### src/rtl/core/src_pkg.sv
package src_pkg;

  localparam int unsigned ValW = 31;
  localparam logic [ValW-1:0] VAL_MAX = {ValW{1'b1}};

  localparam logic [7:0] CH_NUL    = 8'h00;
  localparam logic [7:0] CH_COMMA  = 8'h2C;
  localparam logic [7:0] CH_DASH   = 8'h2D;
  localparam logic [7:0] CH_DOLLAR = 8'h24;
  localparam logic [7:0] CH_ZERO   = 8'h30;
  localparam logic [7:0] CH_NINE   = 8'h39;

  typedef struct packed {
    logic [7:0]         ch;
    logic signed [31:0] last_val;
  } in_item_t;

  typedef struct packed {
    logic [ValW-1:0] item_total;
    logic            saturated;
  } out_item_t;

  typedef struct packed {
    logic [ValW-1:0] token_value;
    logic            token_bad;
    logic [1:0]      token_len;
    logic            first_dollar;
    logic            in_token;
    logic            rs_none;
    logic            rs_dollar;
    logic [ValW-1:0] rs_value;
    logic [ValW-1:0] total;
    logic            sat;
  } state_t;

  localparam state_t ST_RESET = '{
    token_value:  '0,
    token_bad:    1'b0,
    token_len:    2'd0,
    first_dollar: 1'b0,
    in_token:     1'b0,
    rs_none:      1'b1,
    rs_dollar:    1'b0,
    rs_value:     '0,
    total:        '0,
    sat:          1'b0
  };

endpackage

### src/rtl/core/selector_range_counter.sv
// Selector range counter: takes one selector byte per cycle on the in_ channel and,
// on the terminating NUL item, raises out_valid with one result (item count and
// saturation flag) once that NUL has passed the input register and reached the
// output register, then starts the next selector from a clean state. Every byte is
// registered, folded into the token and total state, and the result goes to an
// output register, so the block sustains one item per cycle while in_stall is low.
// in_stall rises only while a NUL waits on an earlier result held under out_stall.
module selector_range_counter import src_pkg::*; (
  input  logic      clk,
  input  logic      rst_n,
  input  logic      in_valid,
  output logic      in_stall,
  input  in_item_t  in_data,
  output logic      out_valid,
  input  logic      out_stall,
  output out_item_t out_data
);

  logic      s1_valid_r;
  in_item_t  s1_item_r;
  state_t    state_r;
  state_t    state_nxt;
  out_item_t res;
  logic      out_valid_r;
  out_item_t out_data_r;
  logic      s1_nul;
  logic      s1_go;
  logic      in_take;
  logic      out_take;

  src_step u_step (
    .st     (state_r),
    .item   (s1_item_r),
    .st_nxt (state_nxt),
    .res    (res)
  );

  assign s1_nul   = (s1_item_r.ch == CH_NUL);
  assign s1_go    = s1_valid_r && (!s1_nul || !out_valid_r || !out_stall);
  assign in_stall = s1_valid_r && !s1_go;
  assign in_take  = in_valid && !in_stall;
  assign out_take = out_valid_r && !out_stall;

  always_ff @(posedge clk) begin
    if (!rst_n) begin
      s1_valid_r  <= 1'b0;
      state_r     <= ST_RESET;
      out_valid_r <= 1'b0;
    end else begin
      if (in_take) begin
        s1_valid_r <= 1'b1;
      end else if (s1_go) begin
        s1_valid_r <= 1'b0;
      end
      if (s1_go) begin
        state_r <= state_nxt;
      end
      if (s1_go && s1_nul) begin
        out_valid_r <= 1'b1;
      end else if (out_take) begin
        out_valid_r <= 1'b0;
      end
    end
  end

  always_ff @(posedge clk) begin
    if (in_take) begin
      s1_item_r <= in_data;
    end
    if (s1_go && s1_nul) begin
      out_data_r <= res;
    end
  end

  assign out_valid = out_valid_r;
  assign out_data  = out_data_r;

endmodule

### src/rtl/core/src_step.sv
module src_step import src_pkg::*; (
  input  state_t    st,
  input  in_item_t  item,
  output state_t    st_nxt,
  output out_item_t res
);

  logic                is_nul;
  logic                last_neg;
  logic                is_delim;
  logic                dash_end;
  logic                is_dollar;
  logic                strict_none;
  logic                end_tok;
  logic                is_digit;
  logic [ValW-1:0]     last_v;
  logic [ValW-1:0]     hi;
  logic [ValW-1:0]     lo;
  logic                rng_zero;
  logic [ValW:0]       rng_amt;
  logic [ValW:0]       add_amt;
  logic [ValW+1:0]     sum;
  logic [ValW+3:0]     prod;
  logic [ValW-1:0]     cur_value;
  logic                cur_bad;
  logic [1:0]          cur_len;
  state_t              upd;

  assign is_nul      = (item.ch == CH_NUL);
  assign last_neg    = item.last_val[31];
  assign is_delim    = (item.ch == CH_COMMA) || ((item.ch == CH_DASH) && !last_neg);
  assign dash_end    = is_delim && (item.ch == CH_DASH);
  assign is_dollar   = st.first_dollar && (st.token_len == 2'd1);
  assign strict_none = !is_dollar && st.token_bad;
  assign end_tok     = st.in_token && (is_nul || is_delim);
  assign is_digit    = (item.ch >= CH_ZERO) && (item.ch <= CH_NINE);
  assign last_v      = item.last_val[ValW-1:0];

  // range width, clipped at last when '$' is involved
  always_comb begin
    if (st.rs_dollar) begin
      hi       = last_v;
      lo       = st.token_value;
      rng_zero = is_dollar || (st.token_value > last_v);
    end else if (is_dollar) begin
      hi       = last_v;
      lo       = st.rs_value;
      rng_zero = (st.rs_value > last_v);
    end else if (st.token_value > st.rs_value) begin
      hi       = st.token_value;
      lo       = st.rs_value;
      rng_zero = 1'b0;
    end else begin
      hi       = st.rs_value;
      lo       = st.token_value;
      rng_zero = 1'b0;
    end
    rng_amt = rng_zero ? '0 : ({1'b0, hi} - {1'b0, lo} + {{ValW{1'b0}}, 1'b1});
  end

  always_comb begin
    upd     = st;
    add_amt = '0;
    if (end_tok) begin
      upd.in_token = 1'b0;
      if (last_neg) begin
        add_amt = {{ValW{1'b0}}, 1'b1};
      end else if (dash_end) begin
        upd.rs_none   = strict_none;
        upd.rs_dollar = is_dollar;
        upd.rs_value  = st.token_value;
      end else if (!st.rs_none && !strict_none) begin
        add_amt       = rng_amt;
        upd.rs_none   = 1'b1;
        upd.rs_dollar = 1'b0;
      end else if (st.token_value <= last_v) begin
        add_amt = {{ValW{1'b0}}, 1'b1};
      end
    end
    sum = {2'b00, st.total} + {1'b0, add_amt};
    if (sum > {2'b00, VAL_MAX}) begin
      upd.total = VAL_MAX;
      upd.sat   = 1'b1;
    end else begin
      upd.total = sum[ValW-1:0];
    end
  end

  // token byte
  always_comb begin
    if (st.in_token) begin
      cur_value = st.token_value;
      cur_bad   = st.token_bad;
      cur_len   = st.token_len;
    end else begin
      cur_value = '0;
      cur_bad   = 1'b0;
      cur_len   = 2'd0;
    end
    prod = ({4'b0, cur_value} << 3) + ({4'b0, cur_value} << 1)
         + {{ValW{1'b0}}, item.ch[3:0]};
  end

  always_comb begin
    res.item_total = upd.total;
    res.saturated  = upd.sat;
    st_nxt         = st;
    if (is_nul) begin
      st_nxt = ST_RESET;
    end else if (is_delim) begin
      st_nxt = upd;
    end else begin
      st_nxt.in_token = 1'b1;
      if (!st.in_token) begin
        st_nxt.first_dollar = (item.ch == CH_DOLLAR);
      end
      st_nxt.token_len = (cur_len == 2'd2) ? 2'd2 : cur_len + 2'd1;
      if (!cur_bad && is_digit) begin
        st_nxt.token_bad = 1'b0;
        if (prod > {4'b0, VAL_MAX}) begin
          st_nxt.token_value = VAL_MAX;
          st_nxt.sat         = 1'b1;
        end else begin
          st_nxt.token_value = prod[ValW-1:0];
        end
      end else begin
        st_nxt.token_value = cur_value;
        st_nxt.token_bad   = 1'b1;
      end
    end
  end

endmodule

### config.mk
export PLATFORM = sky130hd
export DESIGN_NAME = selector_range_counter
export DESIGN_NICKNAME = d
export VERILOG_FILES = /design/src/rtl/core/src_pkg.sv /design/src/rtl/core/selector_range_counter.sv /design/src/rtl/core/src_step.sv
export SDC_FILE = /design/constraint.sdc
export NUM_CORES = 1
export LEC_CHECK = 0
export ABC_CLOCK_PERIOD_IN_PS = 10400
export BUFFER_PORTS_ARGS = -buffer_cell sky130_fd_sc_hd__buf_2
export CAP_MARGIN = 0
export CORE_MARGIN = 8
export CORE_UTILIZATION = 40
export CTS_CLUSTER_DIAMETER = 30
export DETAILED_ROUTE_END_ITERATION = 6
export HOLD_SLACK_MARGIN = 0.05
export PLACE_DENSITY = 0.66
export SYNTH_ARGS = -nofsm -noshare
export SYNTH_HDL_FRONTEND = slang
export SYNTH_SLANG_ARGS = --single-unit
### constraint.sdc
create_clock -name clk -period 10.4 [get_ports clk]
set_input_delay 0 -clock clk [delete_from_list [all_inputs] [get_ports clk]]
set_output_delay 0 -clock clk [all_outputs]
set_load 0.02 [all_outputs]
==> results of run 1 <==
-- critical path, delay by kind of cell, from the launching register on --
kind	cells	cell delay (ns)
buf+inv	3	0.35
compound gates	21	4.72
xor+xnor	1	0.11
fa+ha+maj	5	1.61
flops	1	0.39
simple gates	6	1.06
mux	2	0.55
-- layout by cell type, fill, tap and decap left out, types with 7 or more instances in the layout --
master / count
o21ai_0: 97
a22o_1: 31
a21boi_0: 8
nand2b_1: 26
nor2b_1: 46
dfxtp_1: 103
nor2_1: 138
inv_1: 93
o21bai_1: 11
a211oi_1: 18
clkbuf_16: 18
nand2_1: 143
a21o_1: 69
or2_2: 9
xnor2_1: 42
o211ai_1: 9
dlygate4sd3_1: 43
and2_1: 40
or3_1: 8
mux2i_1: 63
a22oi_1: 34
buf_4: 13
ha_1: 247
a21oi_1: 120
o31ai_1: 32
nor3_1: 27
xor2_1: 25
edfxtp_1: 72
buf_2: 77
o21a_1: 25
a31oi_1: 7
and3_1: 12
nand3_1: 34
nand4_1: 27
-- synth_stat cells (all sizes together) (45+ instances only) --
cell / instances / area, um^2
edfxtp: 72 / 2160
nor2: 139 / 522
a21o: 69 / 518
nand2: 144 / 543
dfxtp: 103 / 2060
clkbuf: 45 / 169
inv: 93 / 349
ha: 247 / 3090
mux2i: 64 / 644
a21oi: 121 / 606
nor2b: 47 / 294
o21ai: 101 / 505
-- layout make-up --
type / instances / area (um^2) / area share (%)
sequential: 175 / 4220 / 24.6
multi-input combinational: 1434 / 10500 / 61.1
clock buffer: 21 / 472 / 2.75
timing repair buffer: 133 / 913 / 5.32
tap: 511 / 639 / 3.72
antenna: 1 / 2.50 / 0.0146
inverter: 93 / 349 / 2.03
clock inverter: 11 / 76.3 / 0.444
-- timing repair --
action                                 in CTS  in global routing
setup endpoints to repair                   0                  0
endpoints found under the hold margin      43                  0
hold buffers                               43                  0
-- worst max path at each step --
stage | start | to | slack (ns) | cells past startpoint
2_1_floorplan | state_r[48] | state_r[15] | 2.62 | 39
3_3_place_gp | state_r[48] | state_r[22] | 1.62 | 38
3_5_place_dp | state_r[48] | state_r[22] | 1.55 | 38
4_1_cts | state_r[48] | state_r[22] | 1.53 | 38
5_1_grt | state_r[86] | state_r[31] | 0.82 | 37
6_report | state_r[48] | state_r[22] | 1.52 | 38
-- power groups by stage --
stage               combinational (mW)  sequential (mW)  clock, mW
floorplan                        0.168            0.751          0
global placement                 0.212            0.759          0
detailed placement               0.216            0.759          0
CTS                              0.229            0.744      0.631
global route                     0.252            0.745      0.658
finish                           0.230            0.744      0.616
-- flip-flops by register name (all words and copies together), names as in the netlist --
signal,cells
state_r,101
out_valid,1
s1_valid_r,1
out_data,32
s1_item_r,40
-- cell families after synthesis --
kind of cell	Yosys count
fa+ha+maj	251
simple gates	541
flops	175
buf+inv	154
compound gates	507
xor+xnor	67
mux	68
-- routing by layer --
metal	track usage [%]	wire [um]	vias up
li1	-	-	6662
met1	23.3	18800	6166
met2	29.8	18400	313
met3	2.40	1750	61
met4	7.36	1190	0
met5	0	0	-
==> results.toml, run 1 <==
[status]
status = "completed"

[timing]
finalSetupViolCount = 0
slew_violations = 0
whs_ns = 0.248
final.period_utilization_pct = 85.3
fin_ws_ns = 1.52
slew_headroom_pct = 27.1
fin_crit_ns = 8.88
rsz0062_at_grt = "false"
max_freq_ghz = 0.113
finClkSkew_ns = 0.0150
finalHoldViolations = 0
worstMarginPinSlew_ns = 1.09
final.setup.tns_ns = 0

[hold_path]
min_from = "in_data[6]"
min_path_type = "input pin to flop"
hold-path-cell-count = 2
hold_end = "s1_item_r[6]"

[setup_path]
crit_arrival_ns = 9.22
endpoint_kind = "flop"
crit_type = "flop to flop"
r2r_slack_ns = 1.52
slowest_stage = "a21o_1"
regToRegStartpoint = "state_r[48]"
startpoint_type = "flop"
critPathMaxStageDelay_ns = 0.61
r2r-end = "state_r[22]"
worstPathMaxFanout = 30
crit_required_ns = 10.74
worstRegToRegCells = 38
cpMostUsedCell = "a21o_1"

[place]
placed_area_um2 = 16200
place.gp.congestion = 0.972
dp_hpwl_mm = 31.0
place_ws_ns = 1.55
dpl.cell_count = 2303
io_buffer_count = 77

[global_routing]
grt_pass1_wl_mm = 65.4
grt_util_all_layers_pct = 18.0
grt_pass1_vias = 13000
overflow = 0
antenna_found_initial = 2
grt_start_max_net_pins = 62

[power]
ir_drop_mv = 0.0891
powerDensity_nw_per_um2 = 92.6
power.leakage_nw = 8.25
finalPower_mw = 1.59
cellInternalPower_mw = 1.16
pwr-share-comb_pct = 14.5
sequentialPowerShare_pct = 46.8
p_clk_share_pct = 38.7
sw_frac_of_total_pct = 27.0
net-switching-power_mw = 0.430

[synthesis]
synthMuxAreaShare_pct = 4.51
synth_fp_nets = 2058
yosysWarningCount = 0
synth_cell_types = 77
async_reset_ff_share_pct = 0
syn-cell-area_um2 = 15300
synth_edf_count = 72
synth_compound_area_share_pct = 22.0
avgSynthCellArea_um2 = 8.68
synthXorXnorAreaFrac_pct = 3.84
ys_ff_latch = 175
synth_simple_gate_area_share_pct = 17.3
synthCells = 1763
synth_flop_cell = "dfxtp_1"
seq_area_frac_synth_pct = 27.6
synthAdderAreaFrac_pct = 20.7
synth_top_family_by_area = "compound AO/OA/AOI/OAI gates"

[route]
wirelength_mm = 40.2
drtAntennaViolNets = 0
first_iter_violations = 810
drc = 0
via_per_inst = 5.55
wl_per_cell_um = 16.9
num_vias = 13200
dr.pass1.iters = 5

[cells_and_area]
fillers = 3666
area_delta_synth_final_pct = 12.3
nets = 2149
final_cells = 2379
final_util_pct = 45.6
drive_above_1_share_pct = 8.14
fin_area_um2 = 17200

[clock_tree]
cts_tree = "done"
cts.sinks = 175
post_cts_resized = 0
post_cts_buffers = 0
clk_path_buf_depth = 2
cts_max_level = 4
numCtsBuffers = 17
clkTransAtPathRegs_ns = 0.07
cts_root_buf = "clkbuf_16"
insertion_delay_ns = 0.45

[floorplanning]
die_area_um2 = 44800
ioPinCount = 78
fp.dieW_um = 212
row_count = 71
initial_core_util_pct = 40.6
fp.coreArea_um2 = 37700
die-height_um = 212

[job]
cap_violations = 0
No activity file was read; power rests on OpenSTA's default activity.
==> run 2, diff against run 1 <==
Settings changed: GPL_TIMING_DRIVEN from default to 0.
==> run 2 against run 1 <==
Compared with the run above: count of clock-buffer cells in the layout stayed put; design area increased by 1.2%; clock power grew 7.0%; core utilization increased by 0.55 points; hold slack got worse by 0.10 ns; register-to-register slack worse by 0.58 ns; clock skew is 0.0031 ns higher; die area unchanged; combinational power increased by 2%; fmax fell by 6.1%; setup slack worse by 0.58 ns.
==> results.toml, run 2 (synthesized netlist as in run 1, its figures left out) <==
[timing]
finalSetupViolCount = 0
finClkSkew_ns = 0.0181
slew_headroom_pct = 15.3
final.setup.tns_ns = 0
rsz0062_at_grt = "false"
max_freq_ghz = 0.106
final.period_utilization_pct = 90.9
slew_violations = 0
worstMarginPinSlew_ns = 1.24
finalHoldViolations = 0
fin_crit_ns = 9.45

[global_routing]
grt_pass1_vias = 13300
grt_util_all_layers_pct = 18.5
grt_pass1_wl_mm = 67.1
grt_start_max_net_pins = 32
antenna_found_initial = 0
overflow = 0

[cells_and_area]
nets = 2198
largest_register_ff_count = 101
diodes = 0
largest-register = "state_r"
final_cells = 2427
drive_above_1_share_pct = 7.83
fin_area_um2 = 17400
fillers = 3690
final_cell_mix = "247 x ha_1, 143 x nand2_1, 138 x nor2_1, 121 x a21oi_1, 103 x dfxtp_1"
area_delta_synth_final_pct = 13.6
final_common_cell = "ha_1"

[place]
place.gp.congestion = 0.970
placed_area_um2 = 16400
io_buffer_count = 77
dpl.cell_count = 2353
dp_hpwl_mm = 33.3

[route]
dr.pass1.iters = 7
num_vias = 13500
first_iter_violations = 831
drc = 0
wirelength_mm = 41.2
wl_per_cell_um = 17.0
via_per_inst = 5.55
drtAntennaViolNets = 0

[power]
power.leakage_nw = 8.32
sw_frac_of_total_pct = 26.8
pwr-share-comb_pct = 14.3
p_clk_share_pct = 40.3
powerDensity_nw_per_um2 = 94.2
ir_drop_mv = 0.119
net-switching-power_mw = 0.439
cellInternalPower_mw = 1.20
sequentialPowerShare_pct = 45.5

[clock_tree]
cts_tree = "done"
clk_path_buf_depth = 2
post_cts_resized = 0
cts_max_level = 4
clkTransAtPathRegs_ns = 0.07
numCtsBuffers = 17
cts_root_buf = "clkbuf_16"
cts.sinks = 175
insertion_delay_ns = 0.47

[job]
cap_violations = 0

[setup_path]
crit_type = "flop to flop"
critical_path.top_delay_family = "compound AO/OA/AOI/OAI gates"
cpMostUsedCell = "a21o_1"
crit_required_ns = 10.80
startpoint_type = "flop"
worstPathMaxFanout = 10
crit_arrival_ns = 9.85
endpoint_kind = "flop"
slowest_stage = "a2111oi_0"
crit_buf_inv = 4
critPathMaxStageDelay_ns = 0.69

[floorplanning]
initial_core_util_pct = 40.6
row_count = 71
die_area_um2 = 44800
die-height_um = 212
ioPinCount = 78
fp.coreArea_um2 = 37700
fp.dieW_um = 212

[hold_path]
min_path_type = "input pin to flop"

[status]
status = "completed"
## run 2: worst paths after layout
check / startpoint / end / slack (ns) / cells after the start
max reg2reg: state_r[86] / state_r[19] / 0.95 / 36
max: state_r[86] / state_r[19] / 0.95 / 36
min: rst_n / state_r[0] / 0.15 / 4
min reg2reg: state_r[19] / state_r[19] / 0.50 / 1
## run 2: cell type report
| type | count | area [um^2] | area share, % |
|---|---|---|---|
| timing repair buffer | 121 | 853 | 4.91 |
| tap | 511 | 639 | 3.68 |
| buffer | 61 | 267 | 1.53 |
| clock inverter | 11 | 130 | 0.748 |
| clock buffer | 21 | 450 | 2.59 |
| sequential | 175 | 4220 | 24.3 |
| multi-input combinational | 1434 | 10500 | 60.2 |
| inverter | 93 | 349 | 2.01 |
## run 2: tightest hold or removal path, delay by kind of cell
kind,cells,cell delay [ns]
buffers and inverters,2,0.36
AO/OA/AOI/OAI,1,0.15
AND/OR/NAND/NOR,1,0.05
## run 2: what timing repair did
item                       CTS  global route
hold endpoints to repair    42             0
setup buffers                0             0
setup endpoints to repair    0             0
hold buffers                42             0
## run 2: through the flow
stage	utilization, %	power [mW]	setup slack, ns	hold WS (ns)
2_1_floorplan	-	0.919	2.62	0.0989
3_3_place_gp	43.3	0.976	1.08	0.177
3_5_place_dp	43.5	0.980	1.07	0.178
4_1_cts	46.2	1.65	1.01	0.115
5_1_grt	46.2	1.70	0.191	0.173
6_report	46.2	1.64	0.949	0.145
## run 2: power groups by stage
stage	Clock, mW	Sequential [mW]	Combinational [mW]
after floorplan	0	0.751	0.168
after global placement	0	0.760	0.216
after detailed placement	0	0.760	0.220
after CTS	0.669	0.744	0.234
after global routing	0.694	0.745	0.258
final	0.659	0.744	0.234
## run 2: per-layer routing
metal  share of wire [%]  global-route usage [%]
met5                   0                       0
met4                 3.5                    7.81
met3                 4.2                    2.94
met2                  46                    30.6
met1                  46                    23.7
==> run 3, diff against run 2 <==
Settings changed: CORE_MARGIN 8 to default, CTS_BUF_LIST from default to sky130_fd_sc_hd__clkbuf_4 sky130_fd_sc_hd__clkbuf_8, REMOVE_ABC_BUFFERS from default to 1.
==> run 3 against run 2 <==
Compared with the run above: combinational power hardly changed; die area down 13%; clock skew grew 0.0020 ns; largest cell class unchanged; final cell count is 2.2% lower; setup slack worse by 0.26 ns.
==> results.toml, run 3 (synthesized netlist as in run 1, its figures left out) <==
[setup_path]
endpoint_kind = "flop"
regToRegStartpoint = "state_r[86]"
worstPathMaxFanout = 31
slowest_stage = "o21ai_4"
cpMostUsedCell = "a21o_1"
startpoint = "state_r[86]"
crit_arrival_ns = 10.11
crit_end = "state_r[22]"
critPathMaxStageDelay_ns = 0.75
crit_type = "flop to flop"
r2r-end = "state_r[22]"
worstRegToRegCells = 38
r2r_slack_ns = 0.69
crit_required_ns = 10.79
startpoint_type = "flop"

[route]
dr.pass1.iters = 5
wirelength_mm = 38.6
drc = 0
num_vias = 13200
drtAntennaViolNets = 0
first_iter_violations = 923
via_per_inst = 5.54
wl_per_cell_um = 16.3

[timing]
fin_ws_ns = 0.686
slew_headroom_pct = 18.6
slew_violations = 0
final.setup.tns_ns = 0
final.period_utilization_pct = 93.4
finalSetupViolCount = 0
rsz0062_at_grt = "false"
whs_ns = 0.193
worstMarginPinSlew_ns = 1.22
fin_crit_ns = 9.71
max_freq_ghz = 0.103
finalHoldViolations = 0
finClkSkew_ns = 0.0202

[global_routing]
use_met2_pct = 33.8
grt_pass1_vias = 12600
grt_util_all_layers_pct = 20.3
met3_usage_pct = 2.17
grt_start_max_net_pins = 49
grt_pass1_wl_mm = 63.3
top_usage_layer = "met2"
overflow = 0
met1_usage_pct = 27.1
antenna_found_initial = 0

[clock_tree]
clkTransAtPathRegs_ns = 0.10
post_cts_resized = 0
clk_path_buf_depth = 2
post_cts_buffers = 0
cts.sinks = 175
cts_tree = "done"
numCtsBuffers = 17
insertion_delay_ns = 0.51
cts_max_level = 4
cts_root_buf = "clkbuf_8"

[floorplanning]
ioPinCount = 78
die_area_um2 = 39000
die-height_um = 198
initial_core_util_pct = 40.6
fp.coreArea_um2 = 37700
row_count = 71
fp.dieW_um = 198

[cells_and_area]
area_delta_synth_final_pct = 12.2
fin_area_um2 = 17200
final_cell_mix = "247 x ha_1, 143 x nand2_1, 138 x nor2_1, 120 x a21oi_1, 103 x dfxtp_1"
diodes = 0
nets = 2145
largest-register = "state_r"
largest_register_ff_count = 101
drive_above_1_share_pct = 8.21
final_common_cell = "ha_1"

[place]
place_ws_ns = 0.761
io_buffer_count = 77
dp_hpwl_mm = 29.5
place.gp.congestion = 0.948
placed_area_um2 = 16300

[power]
net-switching-power_mw = 0.426
p_clk_share_pct = 34.2
sequentialPowerShare_pct = 50.0
finalPower_mw = 1.49
pwr-share-comb_pct = 15.9
power.leakage_nw = 8.20
sw_frac_of_total_pct = 28.6
powerDensity_nw_per_um2 = 86.9
ir_drop_mv = 0.0936
cellInternalPower_mw = 1.07

[hold_path]
min_path_type = "input pin to flop"

[job]
cap_violations = 0

[status]
status = "completed"
==> run 3: cell types whose count changed in the layout (fill, tap and decap cells not counted), sizes merged <==
| cell | previous run | this run |
|---|---|---|
| clkbuf | 66 | 19 |
| buf | 95 | 85 |
| clkinvlp | 0 | 3 |
| dlygate4sd3 | 42 | 44 |
| clkinv | 2 | 1 |
==> run 3: layout make-up <==
class                   instances  area (um^2)
inverters                      93          349
fillers                      3676        20500
well taps                     511          639
repair buffers                129         1020
flip-flops and latches        175         4220
multi-input cells            1434        10500
clock buffers                  19          255
clock inverters                13          149
==> run 3: power by group through the flow <==
stage                     logic [mW]  registers, mW  clock network (mW)
after floorplan                0.164          0.753                   0
after global placement         0.214          0.762                   0
after detailed placement       0.222          0.761                   0
after CTS                      0.236          0.746               0.524
after global routing           0.258          0.748               0.550
final                          0.237          0.745               0.510
==> run 3: timing repair <==
action                                 4_1_cts  5_1_grt
endpoints found under the hold margin       65        0
setup endpoints to repair                    0        0
hold buffers                                44        0
==> run 3: how the worst min path moves through the flow <==
stage,startpoint,to,slack [ns],cells after the start
floorplan,rst_n,state_r[64],0.06,1
global placement,in_data[5],s1_item_r[5],0.18,1
detailed placement,in_data[37],s1_item_r[37],0.18,1
CTS,in_data[39],s1_item_r[39],0.16,2
global route,in_data[36],s1_item_r[36],0.17,2
finish,in_data[36],s1_item_r[36],0.19,2
==> run 3: stage by stage <==
stage,utilization [%],cells
5_1_grt,45.6,2374
2_1_floorplan,-,1702
3_5_place_dp,43.3,2298
4_1_cts,45.6,2374
3_3_place_gp,42.6,2290
6_report,45.6,2374
==> run 3: worst max-delay path: cells and delay by family (launching register included) <==
kind	cells	cell delay, ns
compound gates	21	5.18
xor+xnor	1	0.11
fa+ha+maj	5	1.62
buf+inv	3	0.51
flops	1	0.49
mux	2	0.57
simple gates	6	1.09
==> run 3: per-layer routing <==
layer	routed length [um]	part of all wire, %	vias up
met5	0	0	-
met4	910	2.4	0
met3	1340	3.5	54
met2	17800	46	264
met1	18600	48	6189
li1	-	-	6655
